--- src/hdl/assert_macros.svh ---
// Concurrent assertion helpers shared by the walker RTL.
`ifndef ASSERT_MACROS_SVH
`define ASSERT_MACROS_SVH

`ifndef SYNTHESIS
// Check on every clock edge outside reset.
`define PTW_ASSERT(lbl, clk, rst_n, prop, msg) \
    lbl: assert property (@(posedge clk) disable iff (!rst_n) (prop)) else $error(msg);
// Check on every clock edge, reset included.
`define PTW_ASSERT_ALWAYS(lbl, clk, prop, msg) \
    lbl: assert property (@(posedge clk) (prop)) else $error(msg);
`else
`define PTW_ASSERT(lbl, clk, rst_n, prop, msg)
`define PTW_ASSERT_ALWAYS(lbl, clk, prop, msg)
`endif

`endif

--- src/hdl/ptw_pkg.sv ---
`default_nettype none

package ptw_pkg;

    localparam int PHYS_ADDR_BITS = 48;
    localparam int ADDR_W         = 48;
    localparam int DESC_W         = 64;
    localparam int VA_BITS_W      = 6;
    localparam int CFG_IDX_W      = 1;
    localparam int IDX_W          = 9;
    localparam int PAGE_BITS      = 12;
    localparam int OA_HI = ((PHYS_ADDR_BITS < ADDR_W) ? PHYS_ADDR_BITS : ADDR_W) - 1;

    localparam logic [VA_BITS_W-1:0] MIN_VA_BITS   = 6'd39;
    localparam logic [VA_BITS_W-1:0] MAX_VA_BITS   = 6'd48;
    localparam logic [VA_BITS_W-1:0] RESET_VA_BITS = 6'd48;

    localparam logic [1:0] LEVEL_ZERO = 2'd0;
    localparam logic [1:0] LEVEL_ONE  = 2'd1;
    localparam logic [1:0] LEVEL_LAST = 2'd3;

    localparam int DESC_VALID_BIT = 0;
    localparam int DESC_TABLE_BIT = 1;

    typedef enum logic {
        REQ_TRANSLATE = 1'b0,
        REQ_RESPONSE  = 1'b1
    } req_type_t;

    typedef enum logic {
        KIND_READ = 1'b0,
        KIND_DONE = 1'b1
    } result_kind_t;

    typedef enum logic [1:0] {
        STATUS_OK    = 2'd0,
        STATUS_RANGE = 2'd1,
        STATUS_FAULT = 2'd2
    } status_t;

    typedef enum logic [CFG_IDX_W-1:0] {
        CFG_ROOT    = 1'b0,
        CFG_VA_BITS = 1'b1
    } cfg_index_t;

    typedef struct packed {
        logic              req_type;
        logic [ADDR_W-1:0] vaddr;
        logic [DESC_W-1:0] descriptor;
    } ptw_item_t;

    typedef struct packed {
        result_kind_t      result_kind;
        logic [ADDR_W-1:0] read_address;
        logic [ADDR_W-1:0] physical_address;
        status_t           status;
    } ptw_result_t;

    // Low VA bit of the index for a level: 39, 30, 21, 12.
    function automatic logic [VA_BITS_W-1:0] level_shift(input logic [1:0] lvl);
        logic [VA_BITS_W-1:0] sh;
        unique case (lvl)
            2'd0:    sh = 6'd39;
            2'd1:    sh = 6'd30;
            2'd2:    sh = 6'd21;
            default: sh = 6'd12;
        endcase
        return sh;
    endfunction

    function automatic logic [IDX_W-1:0] index_of(input logic [ADDR_W-1:0] va,
                                                  input logic [1:0] lvl);
        logic [ADDR_W-1:0] shifted;
        shifted = va >> level_shift(lvl);
        return shifted[IDX_W-1:0];
    endfunction

    function automatic logic [ADDR_W-1:0] span_mask(input logic [1:0] lvl);
        logic [ADDR_W-1:0] one;
        one = {{(ADDR_W-1){1'b0}}, 1'b1};
        return (one << level_shift(lvl)) - one;
    endfunction

    // Table base with page offset dropped, plus index times eight.
    function automatic logic [ADDR_W-1:0] entry_address(input logic [ADDR_W-1:0] base,
                                                       input logic [IDX_W-1:0] idx);
        return {base[ADDR_W-1:PAGE_BITS], idx, 3'b000};
    endfunction

endpackage

`default_nettype wire

--- src/hdl/ptw_in_reg.sv ---
`default_nettype none
`include "assert_macros.svh"

module ptw_in_reg
    import ptw_pkg::*;
(
    input  wire logic      aclk,
    input  wire logic      aresetn,
    input  wire logic      s_valid,
    output logic           s_ready,
    input  wire ptw_item_t s_item,
    input  wire logic      advance,
    output logic           item_valid,
    output ptw_item_t      item
);

    logic      vld_reg;
    logic      vld_next;
    ptw_item_t item_reg;

    assign s_ready    = !vld_reg || advance;
    assign item_valid = vld_reg;
    assign item       = item_reg;

    always_comb begin
        vld_next = vld_reg;
        if (s_ready) begin
            vld_next = s_valid;
        end
    end

    always_ff @(posedge aclk) begin
        if (!aresetn) begin
            vld_reg <= 1'b0;
        end else begin
            vld_reg <= vld_next;
        end
    end

    always_ff @(posedge aclk) begin
        if (s_valid && s_ready) begin
            item_reg <= s_item;
        end
    end

    `PTW_ASSERT(a_stall_only_when_full, aclk, aresetn, !s_ready |-> vld_reg, "input stalled while empty")
    `PTW_ASSERT(a_advance_needs_word, aclk, aresetn, advance |-> vld_reg, "advance without a word")

endmodule

`default_nettype wire

--- src/hdl/ptw_step.sv ---
`default_nettype none

module ptw_step
    import ptw_pkg::*;
(
    input  wire logic                 aclk,
    input  wire logic                 aresetn,
    input  wire logic [ADDR_W-1:0]    root_table_address,
    input  wire logic [VA_BITS_W-1:0] va_bits,
    input  wire ptw_item_t            item,
    input  wire logic                 fire,
    output logic                      result_valid,
    output ptw_result_t               result,
    output logic                      walk_busy
);

    logic              busy_reg;
    logic              busy_next;
    logic [1:0]        level_reg;
    logic [1:0]        level_next;
    logic [ADDR_W-1:0] saved_reg;
    logic [ADDR_W-1:0] saved_next;

    logic              va_bad;
    logic [1:0]        entry_level;
    logic [ADDR_W-1:0] oa;
    logic [ADDR_W-1:0] va_high;

    assign walk_busy = busy_reg;

    always_comb begin
        va_high     = item.vaddr >> va_bits;
        va_bad      = (va_bits < MIN_VA_BITS) || (va_bits > MAX_VA_BITS) || (va_high != '0);
        entry_level = (va_bits == MIN_VA_BITS) ? LEVEL_ONE : LEVEL_ZERO;
        oa          = '0;
        oa[OA_HI:PAGE_BITS] = item.descriptor[OA_HI:PAGE_BITS];
    end

    always_comb begin
        busy_next    = busy_reg;
        level_next   = level_reg;
        saved_next   = saved_reg;
        result_valid = 1'b0;
        result       = '0;
        unique case (req_type_t'(item.req_type))
            REQ_TRANSLATE: begin
                // A new request drops any walk in flight.
                result_valid = 1'b1;
                busy_next    = 1'b0;
                if (va_bad) begin
                    result.result_kind = KIND_DONE;
                    result.status      = STATUS_RANGE;
                end else begin
                    busy_next           = 1'b1;
                    level_next          = entry_level;
                    saved_next          = item.vaddr;
                    result.result_kind  = KIND_READ;
                    result.read_address = entry_address(root_table_address,
                        index_of(item.vaddr, entry_level));
                end
            end
            REQ_RESPONSE: begin
                if (busy_reg) begin
                    result_valid = 1'b1;
                    if (!item.descriptor[DESC_VALID_BIT]) begin
                        busy_next          = 1'b0;
                        result.result_kind = KIND_DONE;
                        result.status      = STATUS_FAULT;
                    end else if (level_reg == LEVEL_LAST || !item.descriptor[DESC_TABLE_BIT]) begin
                        busy_next               = 1'b0;
                        result.result_kind      = KIND_DONE;
                        result.physical_address = oa + (saved_reg & span_mask(level_reg));
                    end else begin
                        level_next          = level_reg + 2'd1;
                        result.result_kind  = KIND_READ;
                        result.read_address = entry_address(oa,
                            index_of(saved_reg, level_next));
                    end
                end
            end
            default: begin
                result_valid = 1'b0;
            end
        endcase
    end

    always_ff @(posedge aclk) begin
        if (!aresetn) begin
            busy_reg  <= 1'b0;
            level_reg <= LEVEL_ZERO;
            saved_reg <= '0;
        end else if (fire) begin
            busy_reg  <= busy_next;
            level_reg <= level_next;
            saved_reg <= saved_next;
        end
    end

endmodule

`default_nettype wire

--- src/hdl/ptw_out_reg.sv ---
`default_nettype none

module ptw_out_reg
    import ptw_pkg::*;
(
    input  wire logic        aclk,
    input  wire logic        aresetn,
    input  wire logic        load,
    input  wire logic        load_valid,
    input  wire ptw_result_t load_result,
    output logic             out_free,
    output logic             m_valid,
    input  wire logic        m_ready,
    output ptw_result_t      m_result
);

    logic        vld_reg;
    logic        vld_next;
    ptw_result_t res_reg;

    assign out_free = !vld_reg || m_ready;
    assign m_valid  = vld_reg;
    assign m_result = res_reg;

    always_comb begin
        vld_next = vld_reg;
        if (load) begin
            vld_next = load_valid;
        end else if (m_ready) begin
            vld_next = 1'b0;
        end
    end

    always_ff @(posedge aclk) begin
        if (!aresetn) begin
            vld_reg <= 1'b0;
        end else begin
            vld_reg <= vld_next;
        end
    end

    always_ff @(posedge aclk) begin
        if (load && load_valid) begin
            res_reg <= load_result;
        end
    end

endmodule

`default_nettype wire

--- src/hdl/page_table_walker.sv ---
// Page table walker, 4 KiB granule, tables held in external memory.
// Input channel (s_*): a translate request (s_req_type 0, s_vaddr)
// or a descriptor word returned from memory (s_req_type 1, s_descriptor).
// Result channel (m_*): a descriptor read request (m_result_kind 0,
// m_read_address) or a finished translation (m_result_kind 1,
// m_physical_address, m_status). Each input word gives at most one result;
// a descriptor word that arrives with no walk open gives none.
// Configuration (cfg_*): index 0 is the root table base, index 1 the VA
// width; write only while no walk is open. cfg_ready is always high.
// An accepted word waits in the input register; its result is registered in
// the output register for m_*. Throughput: one word per cycle while m_ready
// is high, set by the single combinational step between the two registers.
// The input register takes a new word while a result waits in the output
// register; a stalled m_ready backs up into s_ready once both are full.
// Reset clears the walk state, sets the root base to zero and the VA
// width to 48, and empties both registers.
`default_nettype none
`include "assert_macros.svh"

module page_table_walker
    import ptw_pkg::*;
(
    input  wire logic                 aclk,
    input  wire logic                 aresetn,
    input  wire logic                 cfg_valid,
    output logic                      cfg_ready,
    input  wire logic [CFG_IDX_W-1:0] cfg_index,
    input  wire logic [ADDR_W-1:0]    cfg_data,
    input  wire logic                 s_valid,
    output logic                      s_ready,
    input  wire logic                 s_req_type,
    input  wire logic [ADDR_W-1:0]    s_vaddr,
    input  wire logic [DESC_W-1:0]    s_descriptor,
    output logic                      m_valid,
    input  wire logic                 m_ready,
    output logic                      m_result_kind,
    output logic [ADDR_W-1:0]         m_read_address,
    output logic [ADDR_W-1:0]         m_physical_address,
    output logic [1:0]                m_status
);

    logic [ADDR_W-1:0]    root_reg;
    logic [VA_BITS_W-1:0] va_bits_reg;

    ptw_item_t   s_item;
    ptw_item_t   item;
    logic        item_valid;
    logic        advance;
    logic        out_free;
    logic        step_valid;
    ptw_result_t step_result;
    ptw_result_t m_result;
    logic        walk_busy;

    assign cfg_ready = 1'b1;

    always_ff @(posedge aclk) begin
        if (!aresetn) begin
            root_reg    <= '0;
            va_bits_reg <= RESET_VA_BITS;
        end else if (cfg_valid) begin
            unique case (cfg_index_t'(cfg_index))
                CFG_ROOT:    root_reg    <= cfg_data;
                CFG_VA_BITS: va_bits_reg <= cfg_data[VA_BITS_W-1:0];
                default:     root_reg    <= root_reg;
            endcase
        end
    end

    assign s_item.req_type   = s_req_type;
    assign s_item.vaddr      = s_vaddr;
    assign s_item.descriptor = s_descriptor;

    // Move the word on only when the result register can take its result.
    assign advance = item_valid && out_free;

    ptw_in_reg u_in_reg (
        .aclk       (aclk),
        .aresetn    (aresetn),
        .s_valid    (s_valid),
        .s_ready    (s_ready),
        .s_item     (s_item),
        .advance    (advance),
        .item_valid (item_valid),
        .item       (item)
    );

    ptw_step u_step (
        .aclk               (aclk),
        .aresetn            (aresetn),
        .root_table_address (root_reg),
        .va_bits            (va_bits_reg),
        .item               (item),
        .fire               (advance),
        .result_valid       (step_valid),
        .result             (step_result),
        .walk_busy          (walk_busy)
    );

    ptw_out_reg u_out_reg (
        .aclk        (aclk),
        .aresetn     (aresetn),
        .load        (advance),
        .load_valid  (step_valid),
        .load_result (step_result),
        .out_free    (out_free),
        .m_valid     (m_valid),
        .m_ready     (m_ready),
        .m_result    (m_result)
    );

    assign m_result_kind      = m_result.result_kind;
    assign m_read_address     = m_result.read_address;
    assign m_physical_address = m_result.physical_address;
    assign m_status           = m_result.status;

    `PTW_ASSERT(a_read_keeps_walk_open, aclk, aresetn, m_valid && m_result_kind == KIND_READ |-> walk_busy, "read request out but no walk open")
    `PTW_ASSERT(a_done_has_no_raddr, aclk, aresetn, m_valid && m_result_kind == KIND_DONE |-> m_read_address == '0, "finished result carries a read address")
    `PTW_ASSERT(a_fault_has_no_pa, aclk, aresetn, m_valid && m_status != STATUS_OK |-> m_physical_address == '0 && m_result_kind == KIND_DONE, "failed result carries an address")
    `PTW_ASSERT_ALWAYS(a_reset_empties, aclk, !$past(aresetn) |-> !m_valid && !walk_busy, "state not cleared by reset")

endmodule

`default_nettype wire

--- config.mk ---
export PLATFORM = sky130hd
export DESIGN_NAME = page_table_walker
export DESIGN_NICKNAME = d
export VERILOG_FILES = /design/src/hdl/ptw_pkg.sv /design/src/hdl/ptw_in_reg.sv /design/src/hdl/ptw_step.sv /design/src/hdl/ptw_out_reg.sv /design/src/hdl/page_table_walker.sv
export VERILOG_INCLUDE_DIRS = /design/src /design/src/hdl
export SDC_FILE = /design/constraint.sdc
export NUM_CORES = 1
export LEC_CHECK = 0
export ABC_CLOCK_PERIOD_IN_PS = 12300
export BUFFER_PORTS_ARGS = -buffer_cell sky130_fd_sc_hd__buf_4
export CORE_MARGIN = 4
export CORE_UTILIZATION = 40
export CTS_CLUSTER_DIAMETER = 120
export DETAILED_ROUTE_END_ITERATION = 8
export HOLD_SLACK_MARGIN = 0.03
export PLACE_DENSITY = 0.57
export SETUP_SLACK_MARGIN = 0.5
export SYNTH_ARGS = -nofsm -noshare
export SYNTH_HDL_FRONTEND = slang
export SYNTH_SLANG_ARGS = --single-unit
--- constraint.sdc ---
create_clock -name aclk -period 12.3 [get_ports aclk]
set_input_delay 0.615 -clock aclk [delete_from_list [all_inputs] [get_ports aclk]]
set_output_delay 0.615 -clock aclk [all_outputs]
set_load 0.005 [all_outputs]
==> results.ini <==
[final_layout]
antennaDiodeCount=0
multiInputGateArea_um2=5560
drive_gt1_frac=0.233
final_cells=1881
regArea_um2=7400
largest_reg_flops=96
mostFrequentLayoutCells=buf_4 (240), edfxtp_1 (183), nand2_1 (163), dfxtp_1 (95), o21ai_0 (75)
final_common_cell=buf_4
final_core_util=0.501
area_delta_synth_final_pct=22.9
num-nets-final=1628
nFillCells=3083

[die]
die-area_um2=36300
die_h_um=190
io_pins=269
start_util=0.407
die_w_um=190
core-area_um2=32700
row_count=66

[synth]
synth-seq-cells=278
synth_enable_flop_cells=183
ys_types=73
syn-instance-count=1215
ys.warnings.count=0
synth_ff_type=edfxtp_1
synth_top_area_frac=0.413
netlist_top_cells_area=edfxtp_1 (41%), dfxtp_1 (14%), nand2_1 (4.6%)
synth.largest_area_cell=edfxtp_1
syn_area_per_cell_um2=11.0
syn-cell-area_um2=13300
synth.yosys.seq_area_share=0.555
async_flop_share=0

[clock_network]
ctsResizeCount=0
cts.sinks=278
cts_made_buffers=31
ctsHoldBuffers=0
h-tree-depth=1
path_clk_slew_ns=0.06
clk_path_buf_depth=3
clock-root-buffer=clkbuf_16
postCtsSetupBuffers=0
cts_tree=yes
clk_latency_ns=0.57

[pwr]
netSwitchingPower_uw=508
seq_power_share=0.496
sw_frac_of_total=0.237
clkPwrFrac=0.424
p_leak_nw=6.45
pwr-share-comb=0.081
ir_drop_mv=0.132
power_density_nw_per_um2=131
p_int_mw=1.64

[timing]
tightest_slew_ns=1.10
hold_viol=0
tns_ns=0
relSlewSlack=0.262
period_share=0.453
fin_worst_skew_ns=0.0105
rsz0062_at_grt=no
setup_violations=0
period_minus_slack_ns=5.58
slew_viol_final=0
max_freq_mhz=179

[drt]
drtAntennaViolNets=0
vias_per_cell=5.21
first_pass_iters=5
remaining_drc_errors=0
wire_per_inst_um=19.6
routed_wl_um=36800
drt_iter0_drc=729
dr_total_vias=9806

[global_route]
grt_pass1_vias=9595
grt_overflow=0
grt_pass1_wl_um=55700
grt_max_degree=101
antenna_found_initial=0
grt_usage=0.195

[worst_hold_path]
holdCritStartpoint=s_descriptor[13]
min_path_type=in2reg
holdPathStages=1

[critical_path]
cpPeakStageDelay_ns=1.02
critPathSlowestCell=ha_1
crit_family=simple AND/OR/NAND/NOR gates
start_kind=register
critPathCaptureType=register
cp.arrival_ns=5.87
path_buf_inv=1
rr_startpoint=u_step.level_reg[1]
cp_max_fo=27
crit_required_ns=12.59
cp.depth=18
critPathKind=reg2reg
path_cells=inv_1 > ha_1 > nor2_1 > nand3_1 > ha_1 > and3_1 > a22oi_1 > nor2b_1 > ha_1 > nand3_1 > or3b_1 > a211oi_2 > nor3_2 > o31ai_4 > a31oi_1 > o31ai_1 > xnor2_1 > nor2_1
cp-startpoint=u_step.level_reg[1]
rr_worst_depth=18
critPathMostFrequentCell=ha_1

[placed_design]
dp_cells=1823
place.port_buffers=232
hpwlAfterDp_um=26500
gp_congestion=0.823

[flow_run]
maxCapViolCount=0

[outcome]
status=finished, final reports clean

-- through the flow --
stage | instance area, um^2 | hold slack, ns | worst slack (ns) | power [mW]
after floorplan | 13300 | 0.432 | 6.25 | 1.17
after global placement | 15400 | 0.444 | 6.96 | 1.26
after detailed placement | 15400 | 0.451 | 6.86 | 1.26
after CTS | 16400 | 0.191 | 6.81 | 2.17
after global routing | 16400 | 0.191 | 6.45 | 2.22
final | 16400 | 0.219 | 6.72 | 2.15
-- power groups by stage --
stage          sequential, mW  combinational (mW)  clock (mW)
2_1_floorplan            1.07               0.105           0
3_3_place_gp             1.08               0.173           0
3_5_place_dp             1.08               0.175           0
4_1_cts                  1.06               0.176       0.930
5_1_grt                  1.07               0.193       0.966
6_report                 1.06               0.173       0.909
-- synth_stat cells, drive strengths merged (13+ instances only) --
master	count
mux2i	31
o21ai	78
nand2	164
a21oi	48
nor3	18
clkbuf	46
edfxtp	183
and2	25
and3	16
ha	46
nor2b	24
a21boi	42
nand3	73
xnor2	21
inv	17
nor2	66
buf	30
dfxtp	95
a22o	37
a21o	13
-- cell families (layout without fill, tap and decap cells) --
logic type      after synthesis  count (layout)  synth area share
simple gates                424             424             0.150
compound gates              287             287             0.146
flops                       278             278             0.555
buf+inv                      93             315            0.0315
mux                          50              50            0.0498
fa+ha+maj                    48              48            0.0455
xor+xnor                     33              33            0.0217
other cells                   2               4          0.000564
-- per-layer routing --
metal  share of wire  global-route usage  routed length, um  up-vias
li1                -                   -                  -     4869
met2            0.46               0.316              17100      281
met3           0.052              0.0326               1900       42
met5               0                   0                  0        -
met1            0.47               0.278              17100     4614
met4           0.018              0.0434                678        0
-- final cells by class --
type	instances	share of cell area
sequential	278	0.452
multi-input combinational	846	0.339
timing repair buffer	240	0.110
clock buffer	41	0.0515
tap	442	0.0338
clock inverter	17	0.00978
inverter	17	0.00390
-- worst paths after layout --
kind / slack [ns] / end
max: 6.72 / u_out_reg.m_result[48]
min: 0.22 / u_in_reg.item[13]
max reg2reg: 6.72 / u_out_reg.m_result[48]
min reg2reg: 0.46 / u_step.saved_reg[0]
No activity file was read; power rests on OpenSTA's default activity.
